[config.mk]
export PLATFORM = sky130hd
export DESIGN_NAME = equal_block_finder_core
export DESIGN_NICKNAME = d
export VERILOG_FILES = /design/src/hdl/eqbf_pkg.sv /design/src/hdl/equal_block_finder_core.sv /design/src/hdl/eqbf_ctrl.sv /design/src/hdl/eqbf_datapath.sv
export SDC_FILE = /design/constraint.sdc
export NUM_CORES = 1
export LEC_CHECK = 0
export BUFFER_PORTS_ARGS = -buffer_cell sky130_fd_sc_hd__buf_2
export CAP_MARGIN = 25
export CORE_MARGIN = 2
export CORE_UTILIZATION = 34
export CTS_CLUSTER_SIZE = 16
export DETAILED_ROUTE_END_ITERATION = 16
export MAX_ROUTING_LAYER = met4
export SYNTH_ARGS = -nofsm -noshare
export SYNTH_HDL_FRONTEND = slang
export SYNTH_SLANG_ARGS = --single-unit
[constraint.sdc]
create_clock -name clk_i -period 3.1 [get_ports clk_i]
set_clock_uncertainty 0.05 [all_clocks]
set_input_delay 0 -clock clk_i [delete_from_list [all_inputs] [get_ports clk_i]]
set_output_delay 0 -clock clk_i [all_outputs]
set_load 0.1 [all_outputs]
[src/hdl/eqbf_pkg.sv]
// ----------------------------------------------------------------------------
// eqbf_pkg
// Shared constants and controller/datapath interface types for the equal
// block finder.
// ----------------------------------------------------------------------------
`default_nettype none

package eqbf_pkg;

  // Largest matrix side supported by the bitmap
  localparam int MaxSize = 8;
  // Coordinate width follows from the largest side
  localparam int CoordW  = $clog2(MaxSize);
  // Element and register widths
  localparam int DataW   = 32;
  localparam int SizeW   = 4;
  localparam int CfgIdxW = 2;

  // Configuration register indexes
  typedef enum logic [CfgIdxW-1:0] {
    CfgMatrixSize = 2'd0,
    CfgWindowSize = 2'd1
  } eqbf_cfg_e;

  // Controller to datapath commands
  typedef struct packed {
    logic load;         // store one request into the bitmap
    logic scan_init;    // start window scan at top row zero
    logic acc_step;     // AND one more bitmap row into the accumulator
    logic row_next;     // advance to the next candidate top row
    logic emit_pick;    // take lowest match of the current row
    logic finish_push;  // push final result of the run
  } eqbf_cmd_t;

  // Datapath to controller status
  typedef struct packed {
    logic load_wrap;    // current load position is the last of the matrix
    logic win_fits;     // window not larger than matrix
    logic acc_last;     // accumulator takes its last row this cycle
    logic hit_empty;    // no matches left in current row
    logic row_last;     // current top row is the last candidate
    logic pend_valid;   // a match is held back awaiting its last flag
    logic out_free;     // output register can take a result this cycle
  } eqbf_status_t;

endpackage

`default_nettype wire

[src/hdl/equal_block_finder_core.sv]
// ----------------------------------------------------------------------------
// equal_block_finder_core
// Finds all square windows where two loaded matrices agree element by element.
// ----------------------------------------------------------------------------
// Usage:
//   Input channel (in_valid_i/in_ready_o) carries one request per element
//   pair a_value_i/b_value_i, row-major over a matrix_size x matrix_size
//   matrix. Pairs are taken one per cycle while loading. The pair at the last
//   position starts the window scan; in_ready_o stays low until the scan
//   has pushed its final result.
//   Output channel (out_valid_o/out_ready_i) delivers one request per
//   matching window (top_row_o, left_col_o, found_o = 1) in row-major order;
//   the final one has last_result_o = 1. With no match, a single request
//   with found_o = 0, zero coordinates and last_result_o = 1 is sent.
//   Scan: per candidate top row, w bitmap rows (w window side) are ANDed,
//   one per cycle, then the row's matches are emitted; a final push ends
//   the run. A result waits in the output register while out_ready_i is
//   low; the scan holds at its next push until it is taken, and loading
//   resumes once the final result is registered. The user must write
//   configuration (cfg_we_i, cfg_idx_i, cfg_data_i) only while idle; the
//   block does not enforce it. Reset sets matrix_size = 8, window_size = 2
//   and the load position to the top-left corner; the bitmap is not cleared.
// ----------------------------------------------------------------------------
`default_nettype none

module equal_block_finder_core (
  input  wire logic                         clk_i,
  input  wire logic                         rst_ni,
  input  wire logic                         cfg_we_i,
  input  wire logic [eqbf_pkg::CfgIdxW-1:0] cfg_idx_i,
  input  wire logic [eqbf_pkg::SizeW-1:0]   cfg_data_i,
  input  wire logic                         in_valid_i,
  output logic                              in_ready_o,
  input  wire logic signed [eqbf_pkg::DataW-1:0] a_value_i,
  input  wire logic signed [eqbf_pkg::DataW-1:0] b_value_i,
  output logic                              out_valid_o,
  input  wire logic                         out_ready_i,
  output logic [eqbf_pkg::CoordW-1:0]       top_row_o,
  output logic [eqbf_pkg::CoordW-1:0]       left_col_o,
  output logic                              found_o,
  output logic                              last_result_o
);
  import eqbf_pkg::*;

  eqbf_cmd_t    cmd;
  eqbf_status_t status;
  logic         in_ready;

  // Sequencer
  eqbf_ctrl u_ctrl (
    .clk_i      (clk_i),
    .rst_ni     (rst_ni),
    .in_valid_i (in_valid_i),
    .in_ready_o (in_ready),
    .status_i   (status),
    .cmd_o      (cmd)
  );

  // Bitmap, scan and output register
  eqbf_datapath u_datapath (
    .clk_i         (clk_i),
    .rst_ni        (rst_ni),
    .cfg_we_i      (cfg_we_i),
    .cfg_idx_i     (cfg_idx_i),
    .cfg_data_i    (cfg_data_i),
    .a_value_i     (a_value_i),
    .b_value_i     (b_value_i),
    .cmd_i         (cmd),
    .status_o      (status),
    .out_valid_o   (out_valid_o),
    .out_ready_i   (out_ready_i),
    .top_row_o     (top_row_o),
    .left_col_o    (left_col_o),
    .found_o       (found_o),
    .last_result_o (last_result_o)
  );

  assign in_ready_o = in_ready;

endmodule

`default_nettype wire

[src/hdl/eqbf_ctrl.sv]
// ----------------------------------------------------------------------------
// eqbf_ctrl
// Sequencer: load phase, row accumulation, match emission and final push.
// ----------------------------------------------------------------------------
`default_nettype none

module eqbf_ctrl (
  input  wire logic                  clk_i,
  input  wire logic                  rst_ni,
  input  wire logic                  in_valid_i,
  output logic                       in_ready_o,
  input  wire eqbf_pkg::eqbf_status_t status_i,
  output eqbf_pkg::eqbf_cmd_t        cmd_o
);
  import eqbf_pkg::*;

  typedef enum logic [3:0] {
    StLoad   = 4'b0001,
    StAcc    = 4'b0010,
    StEmit   = 4'b0100,
    StFinish = 4'b1000
  } eqbf_state_e;

  eqbf_state_e state_q, state_d;

  // Next state and command decode
  always_comb begin
    state_d    = state_q;
    cmd_o      = '0;
    in_ready_o = 1'b0;
    case (state_q)
      StLoad: begin
        in_ready_o = 1'b1;
        cmd_o.load = in_valid_i;
        if (in_valid_i && status_i.load_wrap) begin
          if (status_i.win_fits) begin
            cmd_o.scan_init = 1'b1;
            state_d         = StAcc;
          end else begin
            state_d = StFinish;
          end
        end
      end
      StAcc: begin
        cmd_o.acc_step = 1'b1;
        if (status_i.acc_last) begin
          state_d = StEmit;
        end
      end
      StEmit: begin
        if (status_i.hit_empty) begin
          if (status_i.row_last) begin
            state_d = StFinish;
          end else begin
            cmd_o.row_next = 1'b1;
            state_d        = StAcc;
          end
        end else if (!status_i.pend_valid || status_i.out_free) begin
          cmd_o.emit_pick = 1'b1;
        end
      end
      StFinish: begin
        if (status_i.out_free) begin
          cmd_o.finish_push = 1'b1;
          state_d           = StLoad;
        end
      end
      default: begin
        state_d = StLoad;
      end
    endcase
  end

  // State register
  always_ff @(posedge clk_i or negedge rst_ni) begin
    if (!rst_ni) begin
      state_q <= StLoad;
    end else begin
      state_q <= state_d;
    end
  end

endmodule

`default_nettype wire

[src/hdl/eqbf_datapath.sv]
// ----------------------------------------------------------------------------
// eqbf_datapath
// Config registers, equality bitmap, load counters, window scan and the
// output register.
// ----------------------------------------------------------------------------
`default_nettype none

module eqbf_datapath (
  input  wire logic                         clk_i,
  input  wire logic                         rst_ni,
  input  wire logic                         cfg_we_i,
  input  wire logic [eqbf_pkg::CfgIdxW-1:0] cfg_idx_i,
  input  wire logic [eqbf_pkg::SizeW-1:0]   cfg_data_i,
  input  wire logic [eqbf_pkg::DataW-1:0]   a_value_i,
  input  wire logic [eqbf_pkg::DataW-1:0]   b_value_i,
  input  wire eqbf_pkg::eqbf_cmd_t          cmd_i,
  output eqbf_pkg::eqbf_status_t            status_o,
  output logic                              out_valid_o,
  input  wire logic                         out_ready_i,
  output logic [eqbf_pkg::CoordW-1:0]       top_row_o,
  output logic [eqbf_pkg::CoordW-1:0]       left_col_o,
  output logic                              found_o,
  output logic                              last_result_o
);
  import eqbf_pkg::*;

  localparam logic [SizeW-1:0] MaxSizeW = SizeW'(MaxSize);

  // Match vector of one top row: bit c set when the window at column c fits
  // and every column it covers has all ones in the vertical AND.
  function automatic logic [MaxSize-1:0] row_hits(logic [MaxSize-1:0] acc,
                                                  logic [SizeW-1:0] w,
                                                  logic [SizeW-1:0] s);
    logic [MaxSize-1:0] hits;
    logic               ok;
    hits = '0;
    for (int c = 0; c < MaxSize; c++) begin
      ok = ((c + int'(w)) <= int'(s));
      for (int y = 0; y < MaxSize; y++) begin
        if (y < int'(w)) begin
          if (c + y < MaxSize) begin
            ok = ok & acc[c + y];
          end else begin
            ok = 1'b0;
          end
        end
      end
      hits[c] = ok;
    end
    return hits;
  endfunction

  // Configuration registers
  logic [SizeW-1:0] matrix_size_q, window_size_q;
  logic [SizeW-1:0] s_eff, w_eff;

  always_ff @(posedge clk_i or negedge rst_ni) begin
    if (!rst_ni) begin
      matrix_size_q <= MaxSizeW;
      window_size_q <= SizeW'(2);
    end else if (cfg_we_i) begin
      case (cfg_idx_i)
        CfgMatrixSize: matrix_size_q <= cfg_data_i;
        CfgWindowSize: window_size_q <= cfg_data_i;
        default:       ;
      endcase
    end
  end

  // Clamp to supported ranges
  always_comb begin
    s_eff = matrix_size_q;
    if (s_eff == '0) begin
      s_eff = SizeW'(1);
    end else if (s_eff > MaxSizeW) begin
      s_eff = MaxSizeW;
    end
    w_eff = (window_size_q < SizeW'(2)) ? SizeW'(2) : window_size_q;
  end

  // Equality bitmap, one row word per matrix row
  logic [MaxSize-1:0] map_q [MaxSize];
  logic [CoordW-1:0]  load_row_q, load_col_q;
  logic               col_wrap, row_wrap;

  assign col_wrap = ({1'b0, load_col_q} + SizeW'(1)) >= s_eff;
  assign row_wrap = ({1'b0, load_row_q} + SizeW'(1)) >= s_eff;

  always_ff @(posedge clk_i) begin
    if (cmd_i.load) begin
      map_q[load_row_q][load_col_q] <= (a_value_i == b_value_i);
    end
  end

  // Load position, row-major with wrap at the configured size
  always_ff @(posedge clk_i or negedge rst_ni) begin
    if (!rst_ni) begin
      load_row_q <= '0;
      load_col_q <= '0;
    end else if (cmd_i.load) begin
      if (col_wrap) begin
        load_col_q <= '0;
        load_row_q <= row_wrap ? '0 : load_row_q + CoordW'(1);
      end else begin
        load_col_q <= load_col_q + CoordW'(1);
      end
    end
  end

  // Scan state
  logic [CoordW-1:0]  scan_row_q, acc_cnt_q;
  logic [CoordW-1:0]  acc_addr;
  logic [MaxSize-1:0] acc_q, acc_next, hit_q, pick_mask;
  logic [CoordW-1:0]  pick_col;
  logic               acc_last;

  assign acc_addr = scan_row_q + acc_cnt_q;
  assign acc_next = acc_q & map_q[acc_addr];
  assign acc_last = ({1'b0, acc_cnt_q} == (w_eff - SizeW'(1)));

  // Lowest remaining match of the current row
  always_comb begin
    pick_col  = '0;
    pick_mask = '0;
    for (int c = MaxSize - 1; c >= 0; c--) begin
      if (hit_q[c]) begin
        pick_col = CoordW'(c);
      end
    end
    pick_mask[pick_col] = 1'b1;
  end

  always_ff @(posedge clk_i or negedge rst_ni) begin
    if (!rst_ni) begin
      scan_row_q <= '0;
      acc_cnt_q  <= '0;
      acc_q      <= '1;
      hit_q      <= '0;
    end else begin
      if (cmd_i.scan_init) begin
        scan_row_q <= '0;
        acc_cnt_q  <= '0;
        acc_q      <= '1;
      end
      if (cmd_i.acc_step) begin
        if (acc_last) begin
          hit_q     <= row_hits(acc_next, w_eff, s_eff);
          acc_q     <= '1;
          acc_cnt_q <= '0;
        end else begin
          acc_q     <= acc_next;
          acc_cnt_q <= acc_cnt_q + CoordW'(1);
        end
      end
      if (cmd_i.row_next) begin
        scan_row_q <= scan_row_q + CoordW'(1);
      end
      if (cmd_i.emit_pick) begin
        hit_q <= hit_q & ~pick_mask;
      end
    end
  end

  // Held-back match: emitted once the next one or the end of the scan is seen
  logic              pend_valid_q;
  logic [CoordW-1:0] pend_row_q, pend_col_q;

  always_ff @(posedge clk_i or negedge rst_ni) begin
    if (!rst_ni) begin
      pend_valid_q <= 1'b0;
    end else if (cmd_i.emit_pick) begin
      pend_valid_q <= 1'b1;
    end else if (cmd_i.finish_push || cmd_i.scan_init) begin
      pend_valid_q <= 1'b0;
    end
  end

  always_ff @(posedge clk_i) begin
    if (cmd_i.emit_pick) begin
      pend_row_q <= scan_row_q;
      pend_col_q <= pick_col;
    end
  end

  // Output register
  logic push;
  logic out_valid_q;

  assign push = (cmd_i.emit_pick && pend_valid_q) || cmd_i.finish_push;

  always_ff @(posedge clk_i or negedge rst_ni) begin
    if (!rst_ni) begin
      out_valid_q <= 1'b0;
    end else if (push) begin
      out_valid_q <= 1'b1;
    end else if (out_ready_i) begin
      out_valid_q <= 1'b0;
    end
  end

  always_ff @(posedge clk_i) begin
    if (push) begin
      if (pend_valid_q) begin
        top_row_o  <= pend_row_q;
        left_col_o <= pend_col_q;
        found_o    <= 1'b1;
      end else begin
        top_row_o  <= '0;
        left_col_o <= '0;
        found_o    <= 1'b0;
      end
      last_result_o <= cmd_i.finish_push;
    end
  end

  assign out_valid_o = out_valid_q;

  // Status to the controller
  always_comb begin
    status_o            = '0;
    status_o.load_wrap  = col_wrap && row_wrap;
    status_o.win_fits   = (w_eff <= s_eff);
    status_o.acc_last   = acc_last;
    status_o.hit_empty  = (hit_q == '0);
    status_o.row_last   = ({1'b0, scan_row_q} == (s_eff - w_eff));
    status_o.pend_valid = pend_valid_q;
    status_o.out_free   = !out_valid_q || out_ready_i;
  end

  // A reported window lies inside the matrix
  a_found_in_range: assert property (@(posedge clk_i) disable iff (!rst_ni)
    out_valid_q && found_o |-> ({1'b0, top_row_o} + w_eff <= s_eff) &&
                               ({1'b0, left_col_o} + w_eff <= s_eff))
    else $error("reported window outside matrix");

  // Not-found result closes the run with zero coordinates
  a_not_found_shape: assert property (@(posedge clk_i) disable iff (!rst_ni)
    out_valid_q && !found_o |-> last_result_o && top_row_o == '0 &&
                                left_col_o == '0)
    else $error("malformed not-found result");

  // Pending match never overwritten without being pushed
  a_pend_pushed: assert property (@(posedge clk_i) disable iff (!rst_ni)
    cmd_i.emit_pick && pend_valid_q |-> !out_valid_q || out_ready_i)
    else $error("held match dropped on full output");

  // Leftover row matches cleared before a new run starts
  a_hits_drained: assert property (@(posedge clk_i) disable iff (!rst_ni)
    cmd_i.finish_push |-> hit_q == '0 || !status_o.win_fits)
    else $error("run finished with matches left");

endmodule

`default_nettype wire

* Word-level counts from Yosys, hierarchy flattened
Memories as Yosys holds them, arrays and structs flattened.
Index checks and enable logic that the tools add are counted.
** Storage, ports and cells
- Flip-flop bits (word level) :: 56
- Memory bits (writable) :: 64
- Input port bits :: 75
- Output and inout bits :: 10
- Word-level logic and storage cells :: 308
- Memories :: 1
** Memory list
- u_datapath.map_q :: depth 8, width 8, read ports 1, clocked after Yosys merged registers in 0, wr ports 1, line eqbf_datapath.sv:82 : logic [MaxSize-1:0] map_q [MaxSize];
** Operators by class
- Add/sub/neg operators :: 16
- $lt $le $gt $ge :: 25
- Equal/unequal tests :: 12
- Multiplexer cells :: 173
- Bitwise gates (word level) :: 39
- Reduce and logical (&&, ||, !) cells :: 25
** Operators with widths (number)
- $le 32x5->1 :: 7
- $mux 1 :: 138
- $mux 8 :: 7
- $mux 3 :: 14
- $and 1x1->1 :: 36
- $mux 4 :: 9
- $eq 32x32->1 :: 1
- $add 3x4->5 const A :: 4
- $and 8x8->8 :: 2
- $lt 3x4->1 const A :: 4
- $pmux 4 s4 :: 1
- $add 3x1->3 const B :: 4
- $reduce_bool 2->1 :: 6
- $add 2x4->5 const A :: 2
- $add 3x1->4 const B :: 2
- $eq 3x4->1 :: 2
- $ge 4x4->1 :: 2
- $le 4x4->1 :: 2
- $logic_not 8->1 :: 1
- $lt 1x4->1 const A :: 2
- $lt 2x4->1 const A :: 2
- $lt 3x4->1 const B :: 2
- $not 8->8 :: 1
- $reduce_and 2->1 :: 4
- 22 further kinds :: 35

* Longest topological paths before layout
- Word-level depth :: 37
- Mapped depth :: 16
- Gate-level depth less buffers :: 16

* Hierarchy
A second synthesis with hierarchy kept.
** Unflattened totals
- Cells, all modules :: 662
- Area, all modules :: 7375.8 sq um
** By module, submodules not included
- eqbf_datapath :: instances 1, cells each 623, area each 6991.7 sq um
- eqbf_ctrl :: instances 1, cells each 39, area each 384.1 sq um

* Least setup slack after synthesis
Ideal clock, no wire load.
- Kind :: reg2reg
- Start point :: reg u_datapath.window_size_q[2]
- End point :: reg u_datapath.acc_cnt_q[2]
- Setup time :: 0.163 ns
- Arrival time :: 3.222 ns
- Required time :: 2.887 ns
- Slack :: -0.336 ns
- Stages on the path, launching flop included :: 12
- Clock period less this slack :: 3.436 ns
- Cells stage by stage :: dfrtp_1 inv_1 ha_1 buf_4 nor2_1 inv_1 fa_1 a21oi_1 o21a_1 nor2_1 o41ai_1 a31oi_1
** Between the ends
- Longest elaborated chain between the ends :: 7
- Elaborated cells on any way between the ends :: 11
- Classes of those cells :: add/sub (1); order compare (2); eq/ne (1); mux (6); reduce/logical (1)
** RTL lines
- from (decl) :: line eqbf_datapath.sv:54 : logic [SizeW-1:0] matrix_size_q, window_size_q;
- from (signal assigned) :: line eqbf_datapath.sv:60 : window_size_q <= SizeW'(2);
- from (signal assigned) :: line eqbf_datapath.sv:64 : CfgWindowSize: window_size_q <= cfg_data_i;
- $lt 4x2->1 :: line eqbf_datapath.sv:78 : w_eff = (window_size_q < SizeW'(2)) ? SizeW'(2) : window_size_q;
- $mux 4 (*) :: line eqbf_datapath.sv:78
- $le 4x4->1 :: line eqbf_datapath.sv:222 : status_o.win_fits = (w_eff <= s_eff);
- $mux 1 :: line eqbf_ctrl.sv:36 : if (status_i.win_fits) begin
- $mux 1 :: line eqbf_ctrl.sv:35 : if (in_valid_i && status_i.load_wrap) begin
- $mux 2 :: line eqbf_ctrl.sv:31 : case (state_q)
- $reduce_bool 2->1 (no line)
- to (signal assigned) :: line eqbf_datapath.sv:152 : acc_cnt_q <= acc_cnt_q + CoordW'(1);
- to (decl) :: line eqbf_datapath.sv:111 : logic [CoordW-1:0] scan_row_q, acc_cnt_q;
Every way passes the cells marked *; elsewhere a longest branch is shown, timed or not.
A chain may end at the register's enable or synchronous reset.

* Worst setup path after layout
- Start point :: reg u_datapath.window_size_q[3]
- End point :: reg u_datapath.scan_row_q[2]
** Between the ends
- Longest elaborated chain between the ends :: 8
- Elaborated cells on any way between the ends :: 13
- Classes of those cells :: add/sub (1); order compare (2); eq/ne (1); mux (8); reduce/logical (1)
** RTL lines
- $lt 4x2->1 :: line eqbf_datapath.sv:78
- $mux 4 (*) :: line eqbf_datapath.sv:78
- $sub 4x4->4 :: line eqbf_datapath.sv:225 : status_o.row_last = ({1'b0, scan_row_q} == (s_eff - w_eff));
- $eq 3x4->1 :: line eqbf_datapath.sv:225
- $mux 1 :: line eqbf_ctrl.sv:52 : if (status_i.row_last) begin
- $mux 1 :: line eqbf_ctrl.sv:51 : if (status_i.hit_empty) begin
- $mux 2 :: line eqbf_ctrl.sv:31
- $mux 3 / $reduce_bool 2->1 (equally long branches)
- to (signal assigned) :: line eqbf_datapath.sv:156 : scan_row_q <= scan_row_q + CoordW'(1);
- to (decl) :: line eqbf_datapath.sv:111
Marks and branches as above.

==> metrics <==
status=finished, final reports clean; ys flop type=edfxtp_1; Reg-to-Reg Start=u_datapath.window_size_q[3]; Worst Max-Slew Pin Slew=between 0.7 and 0.8 ns; Hold WC Path Type=in -> reg; GRT Util Overall=16.86%; CTS Buf Count=17; vias in the first global route=roughly 5300; Max Cap Viol=0; drt drc=0; clock transition time at the flip-flop clock pins of the worst setup and hold paths=0.06 ns; hold path start=cfg_we_i; Post-synth EDFFs=78; min Tclk post-route=just under 3 ns; drt total wl=about 18000 µm; Syn-to-layout area delta=26.17%; post-detail-place hpwl=12890 µm; Diodes inserted=0; CP Data Required Time=3.39 ns; die width=between 150 and 200 µm; Setup violations, final=0; Seq/Total Area, Yosys=between 40% and 50%; startpoint types=flip-flop; hold path depth=3; Clock power frac=around 23%; Final Core Density=approximately 44%; relative slew slack=between 50% and 60%; critical path class=reg -> reg; overall power=around 0.0091 W; flip-flop and latch count after synthesis=between 100 and 150; Via density=roughly 5.1; total gr overflow=0; placed insts=~1000; RR Endpoint=u_datapath.scan_row_q[2]; area of the core region=around 21000 µm²; RSZ-0062 raised after global routing=yes; Synth cell types=75; Crit Path Max Fanout=5; Sequential Power Share=24.5%; Pwr Density=roughly 1000 nW/µm²; CTS tree=built; Worst-Skew Late Latency=approximately 0.42 ns; crit path from=u_datapath.window_size_q[3]; static leakage=3.762 nW; WL/cell=between 15 and 20 µm; peak supply drop=around 380 µV; setup TNS=0 ns; initial DRC count=around 340; Slew Viols, Final=0; Routed Antenna Nets=0; Ys Warns=0; switch share=around two fifths; Async S/R FF share, synth=35.00%; syn_nets=between 700 and 800; DIE HEIGHT=150.7 µm; I/O pin total=85; WHS Endpoint=u_datapath.window_size_q[2]; GP Congestion=0.8590; Comb power frac=52.3%; Nets=a little over 900; Initial Util=34.71%; NetSw=about 0.0037 W; FMAX=roughly 0.34 GHz; Reg2Reg Depth=14; synthesized cell area=7320 µm²; CTS max path bufs=2; Sink Count=120; die area=about 23000 µm²; I/O Buffers=84; final period utilization=a little over nine tenths; R2R setup slack=between 0.1 and 0.15 ns; Final Hold Viols=0; H-tree depth=4; leading cell type in the layout, fill and taps excluded=nor2_1; Worst Path Arrival=3.26 ns; most frequent cells in the layout=nor2_1 (93), buf_2 (84), edfxtp_1 (78); fin cells=around 1100; largest net degree at the start of global routing=43; DR vias=5520; Syn Area/Cell=11.09 µm²; drt pass-1 iters=5; Clock Root Buffer=clkbuf_16; std cell rows=53; global-route wire length before repair=28350 µm; initial antenna violation count=0; crit path capture type=flip-flop; P_int=0.005413 W; Mapped Cells=660; share of cells above drive strength 1=~29%
worst max-delay path by stage:
stage                                to  cells past startpoint
2_1_floorplan       u_datapath.acc_q[1]                     14
3_3_place_gp        u_datapath.acc_q[1]                     13
3_5_place_dp   u_datapath.scan_row_q[2]                     14
6_report       u_datapath.scan_row_q[2]                     14
4_1_cts        u_datapath.scan_row_q[2]                     15
5_1_grt             u_datapath.hit_q[1]                     15
cell families (layout without fill, tap and decap cells):
logic type | Yosys count | in the layout | synth area share (%)
buf+inv | 52 | 207 | 3.060
mux | 32 | 32 | 7.333
xor+xnor | 52 | 52 | 6.769
fa+ha+maj | 54 | 54 | 9.538
simple gates | 228 | 228 | 15.40
compound gates | 122 | 122 | 11.35
flops | 120 | 120 | 46.55
through the flow:
stage / area [µm²] / hold WS, ns / worst slack [ns]
after detailed placement: 8324 / 0.1726 / -0.1136
after global routing: 9235 / 0.06828 / -0.01160
after CTS: 9115 / 0.02199 / 0.005204
after global placement: 8324 / 0.1627 / -0.0008396
final: 9235 / 0.03958 / 0.1317
after floorplan: 7345 / -0.3456 / 0.02558
worst max-delay path, stage by stage, from the launching register on:
cell and delay [ns]:
dfrtp_1 0.39, inv_2 0.09, ha_1 0.18, nand2_2 0.07, nand2_2 0.12, nand2_4 0.09
inv_4 0.09, ha_2 0.20, fa_2 0.44, xnor2_1 0.13, or3_4 0.41, o2111ai_4 0.23
o41a_1 0.23, o21ai_0 0.10, o21ai_1 0.08
power groups by stage:
stage	Sequential (W)	Clock [W]	Combinational [W]
5_1_grt	0.00227	0.00223	0.00521
2_1_floorplan	0.00231	0	0.00308
3_5_place_dp	0.00226	0	0.00463
3_3_place_gp	0.00226	0	0.00461
6_report	0.00223	0.00212	0.00477
4_1_cts	0.00223	0.00216	0.00472
cells in the mapped netlist (13+ instances only):
master,count,area share (%)
edfxtp_1,78,32
nor2_1,95,4.9
o21ai_0,20,1.4
dfrtp_1,31,11
ha_1,51,8.7
a21oi_1,31,2.1
nand2_1,42,2.2
mux4_2,16,4.9
a21o_1,13,1.3
inv_1,30,1.5
nand2b_1,13,1.1
xor2_1,37,4.4
sequential cells by signal, indices dropped and copies added, names as in the netlist, 4 cells and up:
name / count
u_datapath.map_q: 64
u_datapath.hit_q: 8
u_datapath.matrix_size_q: 4
u_datapath.acc_q: 8
u_datapath.window_size_q: 4
u_ctrl.state_q: 4
layer usage:
layer / global-route usage [%] / wire (µm) / up-vias / share of wire [%]
li1: - / - / 2692 / -
met1: 21.87 / 8073 / 2667 / 46
met2: 25.64 / 8466 / 128 / 48
met3: 3.848 / 744 / 33 / 4.2
met4: 6.776 / 416 / 0 / 2.4
met5: - / 0 / - / 0
layout make-up:
cell class,instances,area [µm²]
Multi-Input combinational cell,488,3791
Fill cell,1982,11850
Tap cell,275,344.1
Clock inverter,13,191.4
Inverter,33,135.1
Timing Repair Buffer,142,923.4
Clock buffer,19,442.9
Sequential cell,120,3407
what timing repair did:
action / CTS / global route
gates resized for setup: 6 / 9
pin swaps: 1 / 0
hold buffers: 11 / 1
setup buffers: 1 / 7
setup endpoints to repair: 9 / 17
hold endpoints to repair: 43 / 2
(Power assumes the default switching activity.)
